`src/rtl/core/pcbp_pkg.sv`:
```
// ----------------------------------------------------------------------------
// pcbp_pkg: shared types and constants of the catalog byte parser
// Event codes, byte codes, queue sizing and the result/entry structs.
// ----------------------------------------------------------------------------
package pcbp_pkg;

  // Result event codes
  localparam logic [1:0] EV_TEXT  = 2'd0;
  localparam logic [1:0] EV_KEY   = 2'd1;
  localparam logic [1:0] EV_VALUE = 2'd2;
  localparam logic [1:0] EV_EOF   = 2'd3;

  // Byte codes
  localparam logic [7:0] CH_LF    = 8'h0A;
  localparam logic [7:0] CH_TAB   = 8'h09;
  localparam logic [7:0] CH_CR    = 8'h0D;
  localparam logic [7:0] CH_SPACE = 8'h20;
  localparam logic [7:0] CH_QUOTE = 8'h22;
  localparam logic [7:0] CH_HASH  = 8'h23;
  localparam logic [7:0] CH_BSL   = 8'h5C;
  localparam logic [7:0] CH_D     = 8'h64;
  localparam logic [7:0] CH_G     = 8'h67;
  localparam logic [7:0] CH_I     = 8'h69;
  localparam logic [7:0] CH_M     = 8'h6D;
  localparam logic [7:0] CH_N     = 8'h6E;
  localparam logic [7:0] CH_R     = 8'h72;
  localparam logic [7:0] CH_S     = 8'h73;
  localparam logic [7:0] CH_T     = 8'h74;
  localparam logic [7:0] CH_BOM   = 8'hEF;
  localparam logic [7:0] CH_NUL   = 8'h00;

  // Keyword lengths including the trailing space
  localparam logic [2:0] KW_ID_LEN  = 3'd6;
  localparam logic [2:0] KW_STR_LEN = 3'd7;

  // Queue between front and back
  localparam int QDEPTH = 4;
  localparam int QPTR_W = $clog2(QDEPTH);
  localparam int QCNT_W = $clog2(QDEPTH + 1);

  typedef struct packed {
    logic [1:0] ev;
    logic       tg;
    logic [7:0] tb;
    logic       pd;
  } result_t;

  // One accepted byte's work: an optional parse result and an optional end mark
  typedef struct packed {
    logic    r0_valid;
    result_t r0;
    logic    eof;
    logic    eof_pd;
  } entry_t;

  // Keyword character at a position: "msgid " or "msgstr "
  function automatic logic [7:0] kw_char(input logic is_value, input logic [2:0] idx);
    logic [7:0] c;
    c = CH_NUL;
    case (idx)
      3'd0: c = CH_M;
      3'd1: c = CH_S;
      3'd2: c = CH_G;
      3'd3: c = is_value ? CH_S : CH_I;
      3'd4: c = is_value ? CH_T : CH_D;
      3'd5: c = is_value ? CH_R : CH_SPACE;
      3'd6: c = is_value ? CH_SPACE : CH_NUL;
      default: c = CH_NUL;
    endcase
    return c;
  endfunction

endpackage

```
`src/rtl/core/pcbp_front.sv`:
```
// ----------------------------------------------------------------------------
// pcbp_front: byte classifier
// Runs the line state machine on each accepted byte and writes one work
// entry per byte that produces any result.
// ----------------------------------------------------------------------------
module pcbp_front
  import pcbp_pkg::*;
(
  input  logic       clk,
  input  logic       rst,
  input  logic       accept,
  input  logic [7:0] in_byte,
  input  logic       end_of_file,
  output logic       wr_en,
  output entry_t     wr_data
);

  typedef enum logic [2:0] {
    PH_START  = 3'd0,
    PH_KEYW   = 3'd1,
    PH_SPACE  = 3'd2,
    PH_TEXT   = 3'd3,
    PH_ESC    = 3'd4,
    PH_IGNORE = 3'd5
  } phase_t;

  typedef enum logic [1:0] {
    SEC_NONE  = 2'd0,
    SEC_KEY   = 2'd1,
    SEC_VALUE = 2'd2,
    SEC_BAD   = 2'd3
  } section_t;

  logic [1:0] bom_skip, bom_skip_next;
  logic       at_file_start, at_file_start_next;
  phase_t     line_phase, line_phase_next;
  logic [2:0] keyword_index, keyword_index_next;
  logic       keyword_is_value, keyword_is_value_next;
  section_t   section, section_next;
  logic       key_nonempty, key_nonempty_next;

  logic       do_parse;
  logic       emit;
  logic [7:0] emit_byte;
  logic [2:0] kw_len;
  logic [2:0] kw_idx_inc;
  phase_t     brk_phase;
  result_t    r0;
  logic       r0_valid;
  logic       eof_pd;

  always_comb begin
    bom_skip_next         = bom_skip;
    at_file_start_next    = at_file_start;
    line_phase_next       = line_phase;
    keyword_index_next    = keyword_index;
    keyword_is_value_next = keyword_is_value;
    section_next          = section;
    key_nonempty_next     = key_nonempty;
    do_parse              = 1'b0;
    emit                  = 1'b0;
    emit_byte             = in_byte;
    r0                    = '0;
    r0_valid              = 1'b0;
    kw_len                = keyword_is_value ? KW_STR_LEN : KW_ID_LEN;
    kw_idx_inc            = keyword_index + 3'd1;
    // end the line at a newline, otherwise ignore the rest of it
    brk_phase             = (in_byte == CH_LF) ? PH_START : PH_IGNORE;

    if (at_file_start) begin
      at_file_start_next = 1'b0;
      if (in_byte == CH_BOM) begin
        bom_skip_next = 2'd2;
      end else begin
        do_parse = 1'b1;
      end
    end else if (bom_skip != 2'd0) begin
      bom_skip_next = bom_skip - 2'd1;
    end else begin
      do_parse = 1'b1;
    end

    if (do_parse) begin
      case (line_phase)
        PH_START: begin
          if (in_byte == CH_HASH) begin
            line_phase_next = PH_IGNORE;
          end else if (in_byte == CH_M) begin
            keyword_index_next    = 3'd1;
            keyword_is_value_next = 1'b0;
            line_phase_next       = PH_KEYW;
          end else if (in_byte == CH_QUOTE) begin
            line_phase_next = PH_TEXT;
          end else begin
            line_phase_next = brk_phase;
          end
        end
        PH_KEYW: begin
          if (keyword_index == 3'd3 && (in_byte == CH_I || in_byte == CH_S)) begin
            keyword_is_value_next = (in_byte == CH_S);
            keyword_index_next    = 3'd4;
          end else if (keyword_index >= kw_len || keyword_index == 3'd3 ||
                       in_byte != kw_char(keyword_is_value, keyword_index)) begin
            line_phase_next = brk_phase;
          end else if (kw_idx_inc < kw_len) begin
            keyword_index_next = kw_idx_inc;
          end else begin
            keyword_index_next = 3'd0;
            line_phase_next    = PH_SPACE;
            r0_valid           = 1'b1;
            if (keyword_is_value) begin
              section_next = SEC_VALUE;
              r0.ev        = EV_VALUE;
            end else begin
              r0.ev             = EV_KEY;
              r0.pd             = (section == SEC_VALUE) && key_nonempty;
              section_next      = SEC_KEY;
              key_nonempty_next = 1'b0;
            end
          end
        end
        PH_SPACE: begin
          if (in_byte == CH_QUOTE) begin
            line_phase_next = PH_TEXT;
          end else if (in_byte != CH_SPACE) begin
            line_phase_next = brk_phase;
          end
        end
        PH_TEXT: begin
          if (in_byte == CH_BSL) begin
            line_phase_next = PH_ESC;
          end else if (in_byte == CH_QUOTE || in_byte == CH_LF || in_byte == CH_NUL) begin
            line_phase_next = brk_phase;
          end else begin
            emit = 1'b1;
          end
        end
        PH_ESC: begin
          if (in_byte == CH_LF || in_byte == CH_NUL) begin
            line_phase_next = brk_phase;
          end else begin
            line_phase_next = PH_TEXT;
            if (in_byte == CH_N) begin
              emit      = 1'b1;
              emit_byte = CH_LF;
            end else if (in_byte == CH_T) begin
              emit      = 1'b1;
              emit_byte = CH_TAB;
            end else if (in_byte == CH_R) begin
              emit      = 1'b1;
              emit_byte = CH_CR;
            end else if (in_byte == CH_QUOTE || in_byte == CH_BSL) begin
              emit = 1'b1;
            end
          end
        end
        default: begin
          line_phase_next = brk_phase;
        end
      endcase
    end

    // text goes only into an open key or value
    if (emit) begin
      if (section == SEC_KEY) begin
        key_nonempty_next = 1'b1;
        r0_valid          = 1'b1;
        r0.ev             = EV_TEXT;
        r0.tg             = 1'b0;
        r0.tb             = emit_byte;
      end else if (section == SEC_VALUE) begin
        r0_valid = 1'b1;
        r0.ev    = EV_TEXT;
        r0.tg    = 1'b1;
        r0.tb    = emit_byte;
      end
    end

    eof_pd = (section_next == SEC_VALUE) && key_nonempty_next;

    // end of file: return to the reset state for the next file
    if (end_of_file) begin
      bom_skip_next         = 2'd0;
      at_file_start_next    = 1'b1;
      line_phase_next       = PH_START;
      keyword_index_next    = 3'd0;
      keyword_is_value_next = 1'b0;
      section_next          = SEC_NONE;
      key_nonempty_next     = 1'b0;
    end
  end

  assign wr_en            = accept && (r0_valid || end_of_file);
  assign wr_data.r0_valid = r0_valid;
  assign wr_data.r0       = r0;
  assign wr_data.eof      = end_of_file;
  assign wr_data.eof_pd   = eof_pd;

  always_ff @(posedge clk) begin
    if (rst) begin
      bom_skip         <= 2'd0;
      at_file_start    <= 1'b1;
      line_phase       <= PH_START;
      keyword_index    <= 3'd0;
      keyword_is_value <= 1'b0;
      section          <= SEC_NONE;
      key_nonempty     <= 1'b0;
    end else if (accept) begin
      bom_skip         <= bom_skip_next;
      at_file_start    <= at_file_start_next;
      line_phase       <= line_phase_next;
      keyword_index    <= keyword_index_next;
      keyword_is_value <= keyword_is_value_next;
      section          <= section_next;
      key_nonempty     <= key_nonempty_next;
    end
  end

endmodule

```
`src/rtl/core/pcbp_queue.sv`:
```
// ----------------------------------------------------------------------------
// pcbp_queue: work entry queue
// Small register FIFO that decouples the classifier from the result side.
// ----------------------------------------------------------------------------
module pcbp_queue
  import pcbp_pkg::*;
(
  input  logic   clk,
  input  logic   rst,
  input  logic   wr_en,
  input  entry_t wr_data,
  output logic   q_full,
  input  logic   rd_en,
  output entry_t rd_data,
  output logic   q_empty
);

  entry_t              mem [QDEPTH];
  logic [QPTR_W-1:0]   wr_ptr;
  logic [QPTR_W-1:0]   rd_ptr;
  logic [QCNT_W-1:0]   count;
  logic                do_wr;
  logic                do_rd;

  assign q_full  = (count == QCNT_W'(QDEPTH));
  assign q_empty = (count == '0);
  assign do_wr   = wr_en && !q_full;
  assign do_rd   = rd_en && !q_empty;
  assign rd_data = mem[rd_ptr];

  always_ff @(posedge clk) begin
    if (do_wr) begin
      mem[wr_ptr] <= wr_data;
    end
  end

  always_ff @(posedge clk) begin
    if (rst) begin
      wr_ptr <= '0;
      rd_ptr <= '0;
      count  <= '0;
    end else begin
      if (do_wr) begin
        wr_ptr <= wr_ptr + QPTR_W'(1);
      end
      if (do_rd) begin
        rd_ptr <= rd_ptr + QPTR_W'(1);
      end
      if (do_wr && !do_rd) begin
        count <= count + QCNT_W'(1);
      end else if (do_rd && !do_wr) begin
        count <= count - QCNT_W'(1);
      end
    end
  end

endmodule

```
`src/rtl/core/pcbp_back.sv`:
```
// ----------------------------------------------------------------------------
// pcbp_back: result sequencer
// Splits each work entry into its one or two results and hands them out.
// ----------------------------------------------------------------------------
module pcbp_back
  import pcbp_pkg::*;
(
  input  logic       clk,
  input  logic       rst,
  input  entry_t     head,
  input  logic       q_empty,
  output logic       rd_en,
  input  logic       pop,
  output logic       empty,
  output logic [1:0] event_res,
  output logic       target,
  output logic [7:0] text_byte,
  output logic       pair_done,
  output logic       last_result
);

  logic sub;
  logic show_r0;
  logic take;

  assign show_r0 = head.r0_valid && !sub;
  assign empty   = q_empty;
  assign take    = pop && !q_empty;
  // retire the entry unless its end mark still follows
  assign rd_en   = take && !(show_r0 && head.eof);

  always_comb begin
    if (show_r0) begin
      event_res   = head.r0.ev;
      target      = head.r0.tg;
      text_byte   = head.r0.tb;
      pair_done   = head.r0.pd;
      last_result = !head.eof;
    end else begin
      event_res   = EV_EOF;
      target      = 1'b0;
      text_byte   = 8'h00;
      pair_done   = head.eof_pd;
      last_result = 1'b1;
    end
  end

  always_ff @(posedge clk) begin
    if (rst) begin
      sub <= 1'b0;
    end else if (take) begin
      sub <= show_r0 && head.eof;
    end
  end

endmodule

```
`src/rtl/core/po_catalog_byte_parser.sv`:
```
// ----------------------------------------------------------------------------
// po_catalog_byte_parser: translation catalog byte parser
// Streams a catalog one byte at a time and reports keys, values and text.
// ----------------------------------------------------------------------------
// The parser takes one raw catalog byte per clock (push while full is low)
// and returns results in order through a queue-style port (pop while empty
// is low). Each byte gives zero, one or two results: a decoded text byte
// tagged for the key or the value, a key or value start (with pair_done set
// on a key start when the previous key was non-empty and had a value), and
// an end-of-file event on the byte marked end_of_file. last_result marks the
// final result of each byte. A combinational line state machine classifies
// bytes, taking one per cycle while not full; results leave at one
// per pop, so a byte that carries both a text or start result and the end
// mark needs two pops. A four-entry queue sits between classifier and
// result side, so full rises only when four bytes with pending results are
// waiting. After the end-of-file byte the parser is back in its reset state
// and ready for the next file, including a leading 0xEF mark skip.
// ----------------------------------------------------------------------------
module po_catalog_byte_parser
  import pcbp_pkg::*;
(
  input  logic       clk,
  input  logic       rst,
  input  logic       push,
  output logic       full,
  input  logic [7:0] in_byte,
  input  logic       end_of_file,
  output logic       empty,
  input  logic       pop,
  output logic [1:0] event_res,
  output logic       target,
  output logic [7:0] text_byte,
  output logic       pair_done,
  output logic       last_result
);

  logic   accept;
  logic   wr_en;
  entry_t wr_data;
  logic   q_full;
  logic   rd_en;
  entry_t head;
  logic   q_empty;

  // hold input while the queue has no room for a new entry
  assign full   = q_full;
  assign accept = push && !q_full;

  pcbp_front u_front (
    .clk         (clk),
    .rst         (rst),
    .accept      (accept),
    .in_byte     (in_byte),
    .end_of_file (end_of_file),
    .wr_en       (wr_en),
    .wr_data     (wr_data)
  );

  pcbp_queue u_queue (
    .clk     (clk),
    .rst     (rst),
    .wr_en   (wr_en),
    .wr_data (wr_data),
    .q_full  (q_full),
    .rd_en   (rd_en),
    .rd_data (head),
    .q_empty (q_empty)
  );

  pcbp_back u_back (
    .clk         (clk),
    .rst         (rst),
    .head        (head),
    .q_empty     (q_empty),
    .rd_en       (rd_en),
    .pop         (pop),
    .empty       (empty),
    .event_res   (event_res),
    .target      (target),
    .text_byte   (text_byte),
    .pair_done   (pair_done),
    .last_result (last_result)
  );

endmodule

```
`src/tb/sv/tb.sv`:
```
// ----------------------------------------------------------------------------
// tb: regression bench for the catalog byte parser
// Feeds catalog files byte by byte through the push/full port and checks every
// popped result against a cycle-free model of the parser's line state machine.
// ----------------------------------------------------------------------------
// Each test builds its byte stream in file_bytes and sends it one request at a
// time. The sender updates the model when a request is taken and queues the
// results it predicts in pending_results. A separate process pops results with
// random stalls and compares each one with the oldest prediction. Files are
// mostly well formed (keyword lines, quoted text with escapes, comments), with
// broken keywords, stray bytes, truncated files and raw noise mixed in.
// ----------------------------------------------------------------------------
module tb;
  import pcbp_pkg::*;

  localparam int unsigned CYCLE_LIMIT = 400000;
  localparam int unsigned DRAIN_CYCLES = 20;

  // Line phases of the parser model
  typedef enum logic [2:0] {
    LP_START,
    LP_KEYWORD,
    LP_SPACES,
    LP_TEXT,
    LP_ESCAPE,
    LP_SKIP
  } line_phase_t;

  typedef enum logic [1:0] {
    SEC_NONE,
    SEC_KEY,
    SEC_VALUE
  } section_t;

  typedef struct packed {
    result_t r;
    logic    last;
  } pending_t;

  logic       clk = 1'b0;
  logic       rst;
  logic       push;
  logic       full;
  logic [7:0] in_byte;
  logic       end_of_file;
  logic       empty;
  logic       pop;
  logic [1:0] event_res;
  logic       target;
  logic [7:0] text_byte;
  logic       pair_done;
  logic       last_result;

  // Parser model state
  logic [1:0]  bom_left;
  logic        file_start;
  line_phase_t phase;
  logic [2:0]  kw_idx;
  logic        kw_value;
  section_t    sect;
  logic        key_has_text;

  pending_t    pending_results[$];
  logic [7:0]  file_bytes[$];

  int          send_gap_max;
  int          pop_gap_max;
  int          error_count = 0;
  int unsigned cycle_count;

  po_catalog_byte_parser u_top (
    .clk         (clk),
    .rst         (rst),
    .push        (push),
    .full        (full),
    .in_byte     (in_byte),
    .end_of_file (end_of_file),
    .empty       (empty),
    .pop         (pop),
    .event_res   (event_res),
    .target      (target),
    .text_byte   (text_byte),
    .pair_done   (pair_done),
    .last_result (last_result)
  );

  always #1 clk = ~clk;

  // --------------------------------------------------------------------------
  // Parser model
  // --------------------------------------------------------------------------
  function automatic void model_reset();
    bom_left     = 2'd0;
    file_start   = 1'b1;
    phase        = LP_START;
    kw_idx       = 3'd0;
    kw_value     = 1'b0;
    sect         = SEC_NONE;
    key_has_text = 1'b0;
  endfunction

  // A newline starts a fresh line; anything else drops the rest of the line.
  function automatic void end_line(input logic [7:0] b);
    phase = (b == CH_LF) ? LP_START : LP_SKIP;
  endfunction

  // Append a decoded byte to the open string; text outside any section is lost.
  function automatic logic emit_decoded(input logic [7:0] c, output result_t r);
    r = '0;
    if (sect == SEC_KEY) begin
      key_has_text = 1'b1;
      r.ev = EV_TEXT;
      r.tb = c;
      return 1'b1;
    end
    if (sect == SEC_VALUE) begin
      r.ev = EV_TEXT;
      r.tg = 1'b1;
      r.tb = c;
      return 1'b1;
    end
    return 1'b0;
  endfunction

  function automatic logic parse_model(input logic [7:0] b, output result_t r);
    string      word;
    logic [2:0] word_len;
    r = '0;
    case (phase)
      LP_START: begin
        if (b == CH_HASH) begin
          phase = LP_SKIP;
        end else if (b == CH_M) begin
          kw_idx   = 3'd1;
          kw_value = 1'b0;
          phase    = LP_KEYWORD;
        end else if (b == CH_QUOTE) begin
          phase = LP_TEXT;
        end else begin
          end_line(b);
        end
        return 1'b0;
      end
      LP_KEYWORD: begin
        // The fourth letter picks "msgid " or "msgstr ".
        if (kw_idx == 3'd3 && (b == CH_I || b == CH_S)) begin
          kw_value = (b == CH_S);
          kw_idx   = 3'd4;
          return 1'b0;
        end
        word     = kw_value ? "msgstr " : "msgid ";
        word_len = kw_value ? KW_STR_LEN : KW_ID_LEN;
        if (kw_idx >= word_len || kw_idx == 3'd3) begin
          end_line(b);
          return 1'b0;
        end
        if (b != word[kw_idx]) begin
          end_line(b);
          return 1'b0;
        end
        kw_idx = kw_idx + 3'd1;
        if (kw_idx < word_len) return 1'b0;
        kw_idx = 3'd0;
        phase  = LP_SPACES;
        if (kw_value) begin
          sect = SEC_VALUE;
          r.ev = EV_VALUE;
        end else begin
          // A new key hands on the previous pair if it had a value and key text.
          r.ev         = EV_KEY;
          r.pd         = (sect == SEC_VALUE) && key_has_text;
          sect         = SEC_KEY;
          key_has_text = 1'b0;
        end
        return 1'b1;
      end
      LP_SPACES: begin
        if (b == CH_SPACE) return 1'b0;
        if (b == CH_QUOTE) phase = LP_TEXT;
        else end_line(b);
        return 1'b0;
      end
      LP_TEXT: begin
        if (b == CH_BSL) begin
          phase = LP_ESCAPE;
          return 1'b0;
        end
        if (b == CH_QUOTE || b == CH_LF || b == CH_NUL) begin
          end_line(b);
          return 1'b0;
        end
        return emit_decoded(b, r);
      end
      LP_ESCAPE: begin
        if (b == CH_LF || b == CH_NUL) begin
          end_line(b);
          return 1'b0;
        end
        phase = LP_TEXT;
        if (b == CH_N) return emit_decoded(CH_LF, r);
        if (b == CH_T) return emit_decoded(CH_TAB, r);
        if (b == CH_R) return emit_decoded(CH_CR, r);
        if (b == CH_QUOTE || b == CH_BSL) return emit_decoded(b, r);
        return 1'b0;
      end
      default: begin
        end_line(b);
        return 1'b0;
      end
    endcase
  endfunction

  // Work out the results of one taken request and queue them in order.
  function automatic void predict_parser_results(input logic [7:0] b, input logic eof_mark);
    result_t  r;
    pending_t entry;
    logic     got;
    got = 1'b0;
    r   = '0;
    if (file_start) begin
      file_start = 1'b0;
      if (b == CH_BOM) bom_left = 2'd2;
      else got = parse_model(b, r);
    end else if (bom_left != 2'd0) begin
      bom_left = bom_left - 2'd1;
    end else begin
      got = parse_model(b, r);
    end
    if (got) begin
      entry.r    = r;
      entry.last = !eof_mark;
      pending_results.push_back(entry);
    end
    if (eof_mark) begin
      entry.r    = '0;
      entry.r.ev = EV_EOF;
      entry.r.pd = (sect == SEC_VALUE) && key_has_text;
      entry.last = 1'b1;
      pending_results.push_back(entry);
      model_reset();
    end
  endfunction

  // --------------------------------------------------------------------------
  // Request side
  // --------------------------------------------------------------------------
  // Enter and leave at a falling edge. Hold push high while full; advance once
  // the request is taken. Push stays high so back-to-back requests never
  // lower and raise it in the same step.
  task automatic send_byte(input logic [7:0] b, input logic eof_mark);
    int gap;
    gap = $urandom_range(0, send_gap_max);
    if (gap != 0) begin
      push        <= 1'b0;
      in_byte     <= 8'($urandom_range(0, 255));
      end_of_file <= 1'($urandom_range(0, 1));
      repeat (gap) @(negedge clk);
    end
    push        <= 1'b1;
    in_byte     <= b;
    end_of_file <= eof_mark;
    do @(posedge clk); while (full);
    predict_parser_results(b, eof_mark);
    @(negedge clk);
  endtask

  // Drop push and hold off until every predicted result has been popped.
  task automatic wait_for_drain();
    push <= 1'b0;
    @(negedge clk);
    while (pending_results.size() != 0) @(negedge clk);
  endtask

  // Send file_bytes as one file: the last byte carries the end mark.
  task automatic send_catalog();
    for (int i = 0; i < file_bytes.size(); i++)
      send_byte(file_bytes[i], i == file_bytes.size() - 1);
  endtask

  // --------------------------------------------------------------------------
  // Catalog generator
  // --------------------------------------------------------------------------
  function automatic void add_word(input string s);
    for (int i = 0; i < s.len(); i++) file_bytes.push_back(s[i]);
  endfunction

  function automatic void add_junk();
    int n;
    n = $urandom_range(0, 4);
    for (int i = 0; i < n; i++) file_bytes.push_back(8'($urandom_range(0, 255)));
  endfunction

  // Quoted text body plus a line end: closed, unterminated, escaped newline
  // or cut short by a zero byte.
  function automatic void add_text_tail();
    int n;
    int sel;
    n = $urandom_range(0, 6);
    for (int i = 0; i < n; i++) begin
      if ($urandom_range(0, 4) == 0) begin
        file_bytes.push_back(CH_BSL);
        sel = $urandom_range(0, 5);
        case (sel)
          0: file_bytes.push_back(CH_N);
          1: file_bytes.push_back(CH_T);
          2: file_bytes.push_back(CH_R);
          3: file_bytes.push_back(CH_QUOTE);
          4: file_bytes.push_back(CH_BSL);
          default: file_bytes.push_back(8'($urandom_range(0, 255)));
        endcase
      end else if ($urandom_range(0, 9) < 8) begin
        file_bytes.push_back(8'($urandom_range(8'h20, 8'h7e)));
      end else begin
        file_bytes.push_back(8'($urandom_range(0, 255)));
      end
    end
    sel = $urandom_range(0, 9);
    if (sel < 6) begin
      file_bytes.push_back(CH_QUOTE);
      if ($urandom_range(0, 2) == 0) add_junk();
    end else if (sel == 7) begin
      file_bytes.push_back(CH_BSL);
    end else if (sel == 8) begin
      file_bytes.push_back(CH_NUL);
      add_junk();
    end
    file_bytes.push_back(CH_LF);
  endfunction

  function automatic void add_keyword_line(input string kw);
    add_word(kw);
    file_bytes.push_back(CH_SPACE);
    repeat ($urandom_range(0, 2)) file_bytes.push_back(CH_SPACE);
    if ($urandom_range(0, 7) == 0) begin
      add_junk();
      file_bytes.push_back(CH_LF);
    end else begin
      file_bytes.push_back(CH_QUOTE);
      add_text_tail();
    end
  endfunction

  // Keyword prefix that breaks off, or a line of stray bytes.
  function automatic void add_noise_line();
    string kw;
    int    n;
    if ($urandom_range(0, 1) == 0) begin
      kw = ($urandom_range(0, 1) == 0) ? "msgid" : "msgstr";
      n  = $urandom_range(1, kw.len() - 1);
      for (int i = 0; i < n; i++) file_bytes.push_back(kw[i]);
    end
    add_junk();
    file_bytes.push_back(CH_LF);
  endfunction

  function automatic void build_catalog();
    int lines;
    int kind;
    int keep;
    file_bytes.delete();
    if ($urandom_range(0, 3) == 0) begin
      file_bytes.push_back(CH_BOM);
      file_bytes.push_back(8'($urandom_range(0, 255)));
      file_bytes.push_back(8'($urandom_range(0, 255)));
    end
    lines = $urandom_range(1, 6);
    for (int i = 0; i < lines; i++) begin
      kind = $urandom_range(0, 19);
      if (kind < 6) begin
        add_keyword_line("msgid");
      end else if (kind < 12) begin
        add_keyword_line("msgstr");
      end else if (kind < 15) begin
        file_bytes.push_back(CH_QUOTE);
        add_text_tail();
      end else if (kind < 17) begin
        file_bytes.push_back(CH_HASH);
        add_junk();
        file_bytes.push_back(CH_LF);
      end else begin
        add_noise_line();
      end
    end
    // Cut some files short so the end mark lands mid-line or mid-skip.
    if ($urandom_range(0, 3) == 0) begin
      keep = $urandom_range(1, file_bytes.size());
      while (file_bytes.size() > keep) file_bytes.delete(file_bytes.size() - 1);
    end
  endfunction

  task automatic run_catalogs(input int byte_target);
    int sent;
    sent = 0;
    while (sent < byte_target) begin
      build_catalog();
      sent += file_bytes.size();
      send_catalog();
    end
  endtask

  // --------------------------------------------------------------------------
  // Tests
  // --------------------------------------------------------------------------
  // Leading mark with extreme skipped bytes, comment, key with an escape,
  // value, and an end mark on a text byte so one request gives two results.
  task automatic test_mark_skip_and_pair();
    send_gap_max = 7;
    pop_gap_max  = 7;
    file_bytes.delete();
    file_bytes.push_back(CH_BOM);
    file_bytes.push_back(8'hff);
    file_bytes.push_back(CH_NUL);
    add_word("#\n");
    add_word("msgid \"\\n\"\n");
    add_word("msgstr \"b");
    send_catalog();
  endtask

  task automatic test_mixed_catalogs();
    send_gap_max = 7;
    pop_gap_max  = 7;
    run_catalogs(450);
  endtask

  // No idling on either side: one request and one pop per cycle unless held by full or empty.
  task automatic test_back_to_back();
    send_gap_max = 0;
    pop_gap_max  = 0;
    run_catalogs(200);
  endtask

  // Slow popping fills the result queue and holds full high.
  task automatic test_result_backpressure();
    send_gap_max = 0;
    pop_gap_max  = 7;
    run_catalogs(200);
  endtask

  task automatic test_slow_sender();
    send_gap_max = 7;
    pop_gap_max  = 0;
    run_catalogs(150);
  endtask

  // Raw bytes with a sprinkled end mark and, at random, a leading mark on the first byte.
  task automatic test_raw_bytes();
    logic [7:0] b;
    send_gap_max = 3;
    pop_gap_max  = 3;
    for (int i = 0; i < 100; i++) begin
      b = 8'($urandom_range(0, 255));
      if (i == 0 && $urandom_range(0, 1) == 0) b = CH_BOM;
      send_byte(b, $urandom_range(0, 15) == 0);
    end
    send_byte(CH_LF, 1'b1);
  endtask

  // Stop mid-file, let every result out, then finish the file.
  task automatic test_pause_until_drained();
    int half;
    logic [7:0] rest[$];
    send_gap_max = 2;
    pop_gap_max  = 5;
    file_bytes.delete();
    add_word("msgid \"k\"\nmsgstr \"v\"\n");
    add_keyword_line("msgid");
    add_keyword_line("msgstr");
    half = file_bytes.size() / 2;
    for (int i = 0; i < half; i++) send_byte(file_bytes[i], 1'b0);
    wait_for_drain();
    for (int i = half; i < file_bytes.size(); i++) rest.push_back(file_bytes[i]);
    file_bytes = rest;
    send_catalog();
  endtask

  // --------------------------------------------------------------------------
  // Result side
  // --------------------------------------------------------------------------
  function automatic void compare_field(input string name, input logic [7:0] want,
                                        input logic [7:0] got);
    if (got !== want) begin
      $error("%s mismatch: expected %0h, actual %0h", name, want, got);
      error_count++;
    end
  endfunction

  // Draw a stall per result, hold pop high until one is taken, capture it at
  // the edge and compare at the next falling edge, after the sender has
  // queued its predictions for that edge.
  initial begin : result_checker
    int         gap;
    pending_t   want;
    logic [1:0] got_ev;
    logic       got_tg;
    logic [7:0] got_tb;
    logic       got_pd;
    logic       got_last;
    pop = 1'b0;
    wait (rst === 1'b0);
    @(negedge clk);
    forever begin
      gap = $urandom_range(0, pop_gap_max);
      if (gap != 0) begin
        pop <= 1'b0;
        repeat (gap) @(negedge clk);
      end
      pop <= 1'b1;
      do @(posedge clk); while (empty);
      got_ev   = event_res;
      got_tg   = target;
      got_tb   = text_byte;
      got_pd   = pair_done;
      got_last = last_result;
      @(negedge clk);
      if (pending_results.size() == 0) begin
        $error("result with no pending request: event_res %0d, text_byte %0h",
               got_ev, got_tb);
        error_count++;
      end else begin
        want = pending_results.pop_front();
        compare_field("event_res", 8'(want.r.ev), 8'(got_ev));
        compare_field("target", 8'(want.r.tg), 8'(got_tg));
        compare_field("text_byte", want.r.tb, got_tb);
        compare_field("pair_done", 8'(want.r.pd), 8'(got_pd));
        compare_field("last_result", 8'(want.last), 8'(got_last));
      end
    end
  end

  // Advance a cycle counter and end the run if it runs away.
  initial begin : watchdog
    cycle_count = 0;
    while (cycle_count < CYCLE_LIMIT) begin
      @(posedge clk);
      cycle_count++;
    end
    $display("po_catalog_byte_parser regression: fail");
    $finish;
  end

  initial begin : stimulus
    rst          = 1'b1;
    push         = 1'b0;
    in_byte      = 8'h00;
    end_of_file  = 1'b0;
    send_gap_max = 0;
    pop_gap_max  = 0;
    model_reset();
    repeat (6) @(negedge clk);
    rst <= 1'b0;

    test_mark_skip_and_pair();
    test_mixed_catalogs();
    test_pause_until_drained();
    test_back_to_back();
    test_result_backpressure();
    test_raw_bytes();
    test_slow_sender();

    // Let the last results out, then watch a while for strays.
    wait_for_drain();
    repeat (DRAIN_CYCLES) @(negedge clk);
    if (error_count == 0 && pending_results.size() == 0) begin
      $display("po_catalog_byte_parser regression: pass");
    end else begin
      $display("po_catalog_byte_parser regression: fail");
    end
    $finish;
  end

endmodule
```
`config.mk`:
```
export PLATFORM = sky130hd
export DESIGN_NAME = po_catalog_byte_parser
export DESIGN_NICKNAME = d
export VERILOG_FILES = /design/src/rtl/core/pcbp_pkg.sv /design/src/rtl/core/pcbp_front.sv /design/src/rtl/core/pcbp_queue.sv /design/src/rtl/core/pcbp_back.sv /design/src/rtl/core/po_catalog_byte_parser.sv /design/src/tb/sv/tb.sv
export SDC_FILE = /design/constraint.sdc
export NUM_CORES = 1
export LEC_CHECK = 0
export BUFFER_PORTS_ARGS = -buffer_cell sky130_fd_sc_hd__clkbuf_2
export CORE_UTILIZATION = 65
export DETAILED_ROUTE_END_ITERATION = 8
export PLACE_DENSITY = 0.85
export SLEW_MARGIN = 20
export SYNTH_ARGS = -nofsm -noshare
export SYNTH_HDL_FRONTEND = slang
export SYNTH_SLANG_ARGS = --single-unit
```
`constraint.sdc`:
```
create_clock -name clk -period 6.9 [get_ports clk]
set_input_delay 0.69 -clock clk [delete_from_list [all_inputs] [get_ports clk]]
set_output_delay 0.69 -clock clk [all_outputs]
set_load 0.02 [all_outputs]
```
==> Implementation_results.wiki, run 1 <==
{| class="wikitable"
! Metric !! Value
|-
| Initial antenna violation count || 0
|-
| PnR Total Power || 1.412 mW
|-
| Setup slack at placement || 2882 ps
|-
| Critical path fanouts, max || 15
|-
| Port Buf Inserts || 27
|-
| Register clock-pin slew on the reported worst setup and hold paths || 90 ps
|-
| Remaining antenna violation count after routing || 0
|-
| # DRC || 3
|-
| Run status || finished with violations
|-
| Sequential fraction of design power || 44.3%
|-
| Starting DRT DRC Count || 326
|-
| Fraction of the yosys area taken by sequential cells || 50.57%
|-
| Adder and majority cell fraction of the synthesized area || 4.084%
|-
| Filler cells || 422
|-
| Share of async-settable or async-resettable flops after synthesis || 0%
|-
| Post-synthesis cell count || 375
|-
| Maximum number of pins on one net before global-route repair || 21
|-
| Clk pwr share || 27.5%
|-
| Measured slew at the worst slew-check pin || 960.4 ps
|-
| Antenna cell count || 0
|-
| Latest clock arrival within the worst-skew pair || 350 ps
|-
| Final #Nets || 424
|-
| Class of the most critical hold timing path || register to register
|-
| Clock tree from TritonCTS || yes
|-
| Area share of xor/xnor cells in the synthesized design || 2.350%
|-
| Final period util || 60.08%
|-
| Leakage power || 1.731 nW
|-
| Hold-fix buffers at CTS || 0
|-
| Total number of vias || 3155
|-
| Per-instance average area after synthesis || 11.93 µm²
|-
| Setup repair after global routing missed its margin || false
|-
| Clk sinks || 83
|-
| First-pass GRT wire length || 16080 µm
|-
| Number of setup buffers added after CTS || 0
|-
| Switching power total || 0.4444 mW
|-
| Achievable frequency || 0.2412 GHz
|-
| Required arrival time at the worst endpoint || 6210 ps
|-
| Fraction of synthesized area in multiplexers || 9.399%
|-
| Syn_nets || 402
|-
| Detail Placement HPWL || 6649 µm
|-
| Combinational fraction of design power || 28.2%
|-
| EDFF count, synth || 60
|-
| DR WL/cell || 20.21 µm
|-
| Worst-case vdd ir drop || 0.1283 mV
|-
| Floorplan die height || 84.96 µm
|-
| Area added between synthesis and finish || 8.643%
|-
| Period minus WS final || 4145 ps
|-
| Share of cells above drive strength 1 || 19.40%
|-
| Bufs on Longest Clock Path || 2
|-
| Predominant post-synthesis flop cell || sky130_fd_sc_hd__edfxtp_1
|-
| Fraction of the mapped netlist area in compound gates || 12.90%
|-
| Max Clock Skew || 8.223 ps
|-
| Starting density of the core || 68.87%
|-
| Power density normalized to cell area || 290.6 mW/mm²
|-
| Cts bufs inserted || 9
|-
| Ys Warns || 0
|-
| Grt total ovfl || 0
|-
| Number of I/O pins || 28
|-
| Number of global-route vias before repair || 3213
|-
| Seq cells post-synth || 83
|-
| Unique cell type count in the Yosys netlist || 71
|-
| Basic-gate share of the synthesized area counting and, or, nand and nor cells || 17.43%
|-
| Max capacitance violation total || 0
|-
| Routed wire length || 9681 µm
|-
| Switching fraction of total power || 31.47%
|-
| Startpoint types || register
|-
| H-tree Lvls || 3
|-
| Most common cell after layout, fill and taps aside || sky130_fd_sc_hd__edfxtp_1
|-
| Final Wtd Congestion || 0.9689
|-
| Post-route worst setup slack || 2755 ps
|-
| Main combinational cell family by area after synthesis || simple AND/OR/NAND/NOR gates
|-
| CP Capture Type || output pin
|-
| Number of pins exceeding their max-slew limit in the final report || 0
|-
| Global-route total usage across every layer || 29.42%
|-
| Post-cts resize count || 0
|-
| Number of placement rows || 29
|-
| Max transition margin || 35.89%
|-
| Total negative setup slack || 0 ps
|-
| Area of the die || 0.007217 mm²
|-
| Category of the most critical setup path || register to output pin
|-
| Most frequent cells in the layout || sky130_fd_sc_hd__edfxtp_1, sky130_fd_sc_hd__nor2_1, sky130_fd_sc_hd__clkbuf_2
|-
| Failing checks || design-rule violations
|-
| Internal power || 0.9679 mW
|-
| Area of the mapped netlist || 0.004473 mm²
|-
| Clock root buffer || sky130_fd_sc_hd__clkbuf_8
|-
| Setup violation total in the final timing report || 0
|-
| Hold slack || 526.4 ps
|-
| Internal reg-to-reg setup slack || 2900 ps
|-
| Via-per-instance ratio || 6.587
|-
| Core box area || 0.006495 mm²
|-
| Final Hold Violating Endpoints || 0
|-
| First-pass detailed-route iteration total || 7
|-
| Horizontal die dimension || 84.96 µm
|-
| Arr. time, crit path || 3460 ps
|}
-- layout make-up --
type	instances	area, µm²	share of cell area (%)
clock buffers	11	141.4	2.909
clock inverters	5	85.08	1.751
inverters	18	67.56	1.390
multi-input cells	257	2064	42.48
flip-flops and latches	83	2262	46.55
well taps	77	96.34	1.982
repair buffers	28	142.6	2.935
-- power groups by stage --
stage / combinational [mW] / clock (mW) / sequential [mW]
after floorplan: 0.327 / 0 / 0.601
after global placement: 0.381 / 0 / 0.635
after detailed placement: 0.391 / 0 / 0.637
after CTS: 0.397 / 0.388 / 0.627
after global routing: 0.435 / 0.408 / 0.635
final: 0.398 / 0.389 / 0.626
-- logic make-up (layout without fill, tap and decap cells) --
group / after synthesis / in the layout
AND/OR/NAND/NOR: 134 / 134
flip-flops: 83 / 83
AO/OA/AOI/OAI: 74 / 74
buffers and inverters: 35 / 62
multiplexers: 23 / 23
adder cells (fa/ha/maj): 14 / 14
XOR/XNOR: 12 / 12
-- stage by stage --
stage	cell area [µm²]	instances	utilization, %
floorplan	4473	375	-
global placement	4633	463	71.34
detailed placement	4633	463	71.34
CTS	4860	479	74.82
global route	4860	479	74.82
finish	4860	479	74.82
-- Yosys cell counts, types with 4 or more instances --
library cell               number  area [µm²]
sky130_fd_sc_hd__and3_1         5       31.28
sky130_fd_sc_hd__a31oi_1        4       25.02
sky130_fd_sc_hd__nand4_1        7       43.79
sky130_fd_sc_hd__nor3_1         6       30.03
sky130_fd_sc_hd__nand2_1       19       71.32
sky130_fd_sc_hd__dfxtp_1       23       460.4
sky130_fd_sc_hd__nand3_1        5       25.02
sky130_fd_sc_hd__a21oi_1       15       75.07
sky130_fd_sc_hd__xnor2_1        5       43.79
sky130_fd_sc_hd__nor2b_1       14       87.58
sky130_fd_sc_hd__nand2b_1      11       68.82
sky130_fd_sc_hd__and2_1         8       50.05
sky130_fd_sc_hd__inv_1         17       63.81
sky130_fd_sc_hd__mux2i_1        6       60.06
sky130_fd_sc_hd__nor4_1         7       43.79
sky130_fd_sc_hd__nor2_1        27       101.4
sky130_fd_sc_hd__ha_1          13       162.7
sky130_fd_sc_hd__mux4_2        15       337.8
sky130_fd_sc_hd__o21ai_0       11       55.05
sky130_fd_sc_hd__buf_2          6       30.03
sky130_fd_sc_hd__xor2_1         7       61.31
sky130_fd_sc_hd__edfxtp_1      60        1802
sky130_fd_sc_hd__o211a_1        5       50.05
sky130_fd_sc_hd__clkbuf_1       9       33.78
sky130_fd_sc_hd__o211ai_1       4       30.03
-- path summary, 6_finish.rpt --
path,end,cells past startpoint,from
setup / recovery,pair_done,5,register
hold / removal,u_back.sub,2,u_back.sub
setup reg to reg,u_queue.count[2],16,u_front.keyword_index[0]
hold reg to reg,u_back.sub,2,u_back.sub
-- layer usage --
layer,routed length (µm),GRT usage (%),part of all wire (%)
met1,4126,37.43,43
met2,4777,50.73,49
met3,485,4.377,5.0
met4,292,12.02,3.0
met5,0,0,0
-- worst max-delay path, cell delays in order (launching register included) --
cell and delay (ps):
sky130_fd_sc_hd__dfxtp_1 960, sky130_fd_sc_hd__mux4_2 620, sky130_fd_sc_hd__nand2b_1 480, sky130_fd_sc_hd__mux4_2 590, sky130_fd_sc_hd__mux2_2 280, sky130_fd_sc_hd__clkbuf_2 160
-- state kept, by name (all words and copies together) (netlist names), 2 cells and up, named ones only --
| name | flops |
|---|---|
| u_front.section | 2 |
| u_queue.count | 3 |
| u_front.keyword_index | 3 |
| u_queue.wr_ptr | 2 |
| u_queue.rd_ptr | 2 |
| u_front.bom_skip | 2 |
| u_front.line_phase | 3 |
| u_queue.mem | 60 |
No activity file was read; power rests on OpenSTA's default activity.
==> inputs of run 2 (changes only) <==
Settings changed: ABC_AREA set to 1, CORE_UTILIZATION 65 to 61, PLACE_DENSITY 0.85 to 0.8.
Clock period 6.9 ns to 4 ns, I/O delays scaled along.
==> run 2 against run 1 <==
The run now ends clean. Area after synthesis rose by 2.5%. Die area rose by 9.0%. Total power rose by 92%. Sequential share of layout area fell by 2.0 points. Wire length fell by 1.2%. Core utilization fell by 4.8 points. Global-route usage fell by 3.5 points. Count of clock-buffer cells in the layout fell by 2. Critical path depth rose by 12. Sequential power rose by 71%. Critical path type is now register to register.
==> Implementation_results.wiki, run 2 <==
{| class="wikitable"
! Metric !! Value
|-
| Run status || finished clean
|-
| Global-route total usage across every layer || 25.96% (-3.5 points)
|-
| Combinational fraction of design power || 35.6% (+7.4 points)
|-
| Setup violation total in the final timing report || 0 (unchanged)
|-
| Number of global-route vias before repair || 3388 (+5.4%)
|-
| Number of buffers and inverters on the critical path || 3 (+2)
|-
| Max Clock Skew || 10.71 ps (+2.484 ps)
|-
| Final Wtd Congestion || 0.9681 (about the same)
|-
| Number of setup buffers added after CTS || 0 (unchanged)
|-
| Via-per-instance ratio || 5.492 (-17%)
|-
| First-pass GRT wire length || 15430 µm (-4.1%)
|-
| Max capacitance violation total || 0 (unchanged)
|-
| Worst-case vdd ir drop || 0.2781 mV (+120%)
|-
| Share of async-settable or async-resettable flops after synthesis || 0% (unchanged)
|-
| Non-filler instance count after layout || 675 (+41%)
|-
| Count leader, synth || sky130_fd_sc_hd__nor2_1
|-
| Leakage power || 2.077 nW (+20%)
|-
| Syn_nets || 565 (+41%)
|-
| Starting DRT DRC Count || 240 (-26%)
|-
| Starting density of the core || 63.24% (-5.6 points)
|-
| Startpoint types || register
|-
| Maximum number of pins on one net before global-route repair || 23 (+9.5%)
|-
| Measured slew at the worst slew-check pin || 552.9 ps (-407.5 ps)
|-
| Share of cells above drive strength 1 || 18.75% (-0.65 points)
|-
| Switching fraction of total power || 38.35% (+6.9 points)
|-
| # DRC || 0 (-3)
|-
| EDFF count, synth || 60 (unchanged)
|-
| First-pass detailed-route iteration total || 5 (-2)
|-
| Bufs on Longest Clock Path || 2 (unchanged)
|-
| Cts bufs inserted || 9 (unchanged)
|-
| Fraction of the yosys area taken by sequential cells || 49.32% (-1.3 points)
|-
| Cells along the critical path || inv_8 > ha_1 > nor3_1 > nand2_2 > nor2_2 > nand4_4 > nand3_4 > nand2_4 > inv_4 > ha_1 > inv_1 > fa_1 > nor2_1 > nor2_1 > nand2_1 > o21ai_0 > a21oi_1
|-
| Post-place instance area || 0.004846 mm² (+4.6%)
|-
| Delay of the slowest cell on the worst path || 590 ps (-370 ps)
|-
| Number of I/O pins || 28 (unchanged)
|-
| Class of the most critical hold timing path || primary input to register
|-
| Final #Nets || 598 (+41%)
|-
| Port Buf Inserts || 27 (unchanged)
|-
| Arr. time, crit path || 3570 ps (+110 ps)
|-
| Area added between synthesis and finish || 10.75%
|-
| Final Hold Violating Endpoints || 0 (unchanged)
|-
| Most common cell after layout, fill and taps aside || sky130_fd_sc_hd__nor2_1
|-
| DR WL/cell || 14.17 µm (-30%)
|-
| Initial antenna violation count || 0 (unchanged)
|-
| Clk pwr share || 24.9% (-2.6 points)
|-
| Unique cell type count in the Yosys netlist || 45 (-37%)
|-
| Most used standard cells in the synthesized netlist || sky130_fd_sc_hd__nor2_1, sky130_fd_sc_hd__nand2_1, sky130_fd_sc_hd__edfxtp_1
|-
| Largest reg by FF count || u_queue.mem
|-
| Total negative setup slack || 0 ps (unchanged)
|-
| Internal power || 1.669 mW (+72%)
|-
| Clock tree from TritonCTS || yes
|-
| Hold-fix buffers at CTS || 0 (unchanged)
|-
| Clk sinks || 83 (unchanged)
|-
| Grt total ovfl || 0 (unchanged)
|-
| Power density normalized to cell area || 532.9 mW/mm² (+83%)
|-
| Leading cell types by total area after synthesis || sky130_fd_sc_hd__edfxtp_1, sky130_fd_sc_hd__dfxtp_1, sky130_fd_sc_hd__nor2_1
|-
| Switching power total || 1.038 mW (+130%)
|-
| Core box area || 0.007253 mm² (+12%)
|-
| Predominant post-synthesis flop cell || sky130_fd_sc_hd__edfxtp_1
|-
| Seq cells post-synth || 83 (unchanged)
|-
| Cell area after layout || 0.005080 mm² (+4.5%)
|-
| Number of pins exceeding their max-slew limit in the final report || 0 (unchanged)
|-
| Cell family with most CP delay || simple AND/OR/NAND/NOR gates
|-
| Max transition margin || 62.86% (+27 points)
|-
| Horizontal die dimension || 88.72 µm (+4.4%)
|-
| Ys Warns || 0 (unchanged)
|-
| CP Capture Type || register
|-
| Area of the mapped netlist || 0.004587 mm² (+2.5%)
|-
| Register clock-pin slew on the reported worst setup and hold paths || 90 ps (about the same)
|-
| Required arrival time at the worst endpoint || 4280 ps (-1930 ps)
|-
| Post-Place Cells || 659 (+42%)
|-
| Final period util || 82.14%
|-
| Post-synthesis cell count || 538 (+43%)
|-
| Per-instance average area after synthesis || 8.526 µm² (-29%)
|-
| Total number of vias || 3707 (+17%)
|-
| H-tree Lvls || 3 (unchanged)
|-
| Number of placement rows || 31 (+6.9%)
|-
| Period minus WS final || 3286 ps
|-
| Routed wire length || 9568 µm (-1.2%)
|-
| Sequential fraction of design power || 39.5% (-4.8 points)
|-
| Detail Placement HPWL || 7069 µm (+6.3%)
|-
| Area of the die || 0.007870 mm² (+9.0%)
|-
| Remaining antenna violation count after routing || 0 (unchanged)
|-
| Post-cts resize count || 0 (unchanged)
|-
| Clock root buffer || sky130_fd_sc_hd__clkbuf_8
|-
| Critical path fanouts, max || 9 (-6)
|-
| Floorplan die height || 88.72 µm (+4.4%)
|-
| Setup repair after global routing missed its margin || false
|-
| Flip-flop count of the largest register after layout || 60 (unchanged)
|-
| Latest clock arrival within the worst-skew pair || 350 ps (about the same)
|-
| Filler cells || 551 (+31%)
|-
| Antenna cell count || 0 (unchanged)
|-
| Achievable frequency || 0.3044 GHz
|-
| Yosys top cell by area || sky130_fd_sc_hd__edfxtp_1
|-
| Most frequent cells in the layout || sky130_fd_sc_hd__nor2_1, sky130_fd_sc_hd__nand2_1, sky130_fd_sc_hd__edfxtp_1
|-
| PnR Total Power || 2.707 mW (+92%)
|-
| Area share of the largest cell type after synthesis || 39.28% (-1.0 points)
|-
| Cell with the largest stage delay on the worst path || sky130_fd_sc_hd__dfxtp_1
|-
| Category of the most critical setup path || register to register
|}
run 2: cell count changes after synthesis, sizes merged, moves of 18 or more:
cell   before  now
o21ai      14   47
a21oi      16   34
inv        18   65
nor2       27  108
nand3       5   27
nand2      19   97
run 2: logic make-up (layout without fill, tap and decap cells):
group	after synthesis	in the layout	share of synthesized area, %
compound gates	92	92	11.07
fa+ha+maj	14	14	3.983
flops	83	83	49.32
buf+inv	79	117	6.874
simple gates	270	270	28.75
run 2: area by class of cell:
type	count	area [µm²]	share of cell area, %
clock buffers	9	123.9	2.438
flip-flops and latches	83	2262	44.53
repair buffers	34	187.7	3.695
inverters	67	262.8	5.172
clock inverters	7	110.1	2.167
multi-input cells	376	2009	39.56
well taps	99	123.9	2.438
run 2: final timing paths:
kind	from	slack, ps	to	cells after the start
max	u_front.keyword_index[2]	710	u_queue.count[2]	17
min reg2reg	u_front.bom_skip[0]	470	u_front.bom_skip[0]	2
max reg2reg	u_front.keyword_index[2]	710	u_queue.count[2]	17
min	rst	350	u_front.line_phase[2]	2
run 2: metrics by stage:
step,utilization [%],setup slack (ps),hold WS [ps]
2_1_floorplan,-,1126,436.0
3_3_place_gp,66.81,888.5,454.7
3_5_place_dp,66.81,756.2,463.0
4_1_cts,70.04,724.4,336.0
5_1_grt,70.04,434.5,354.8
6_report,70.04,714.3,345.6
run 2: power by group through the flow:
| stage | sequential (mW) | combinational (mW) | clock (mW) |
|---|---|---|---|
| after global placement | 1.09 | 0.928 | 0 |
| after floorplan | 1.05 | 0.744 | 0 |
| after global routing | 1.08 | 1.09 | 0.721 |
| after detailed placement | 1.09 | 0.957 | 0 |
| after CTS | 1.07 | 0.962 | 0.686 |
| final | 1.07 | 0.963 | 0.674 |
run 2: per-layer routing:
layer	GRT usage (%)	part of all wire, %	up-vias
li1	-	-	1865
met1	32.48	43	1696
met2	45.59	50	127
met3	3.825	5.3	19
met4	9.677	1.6	0
met5	0	0	-
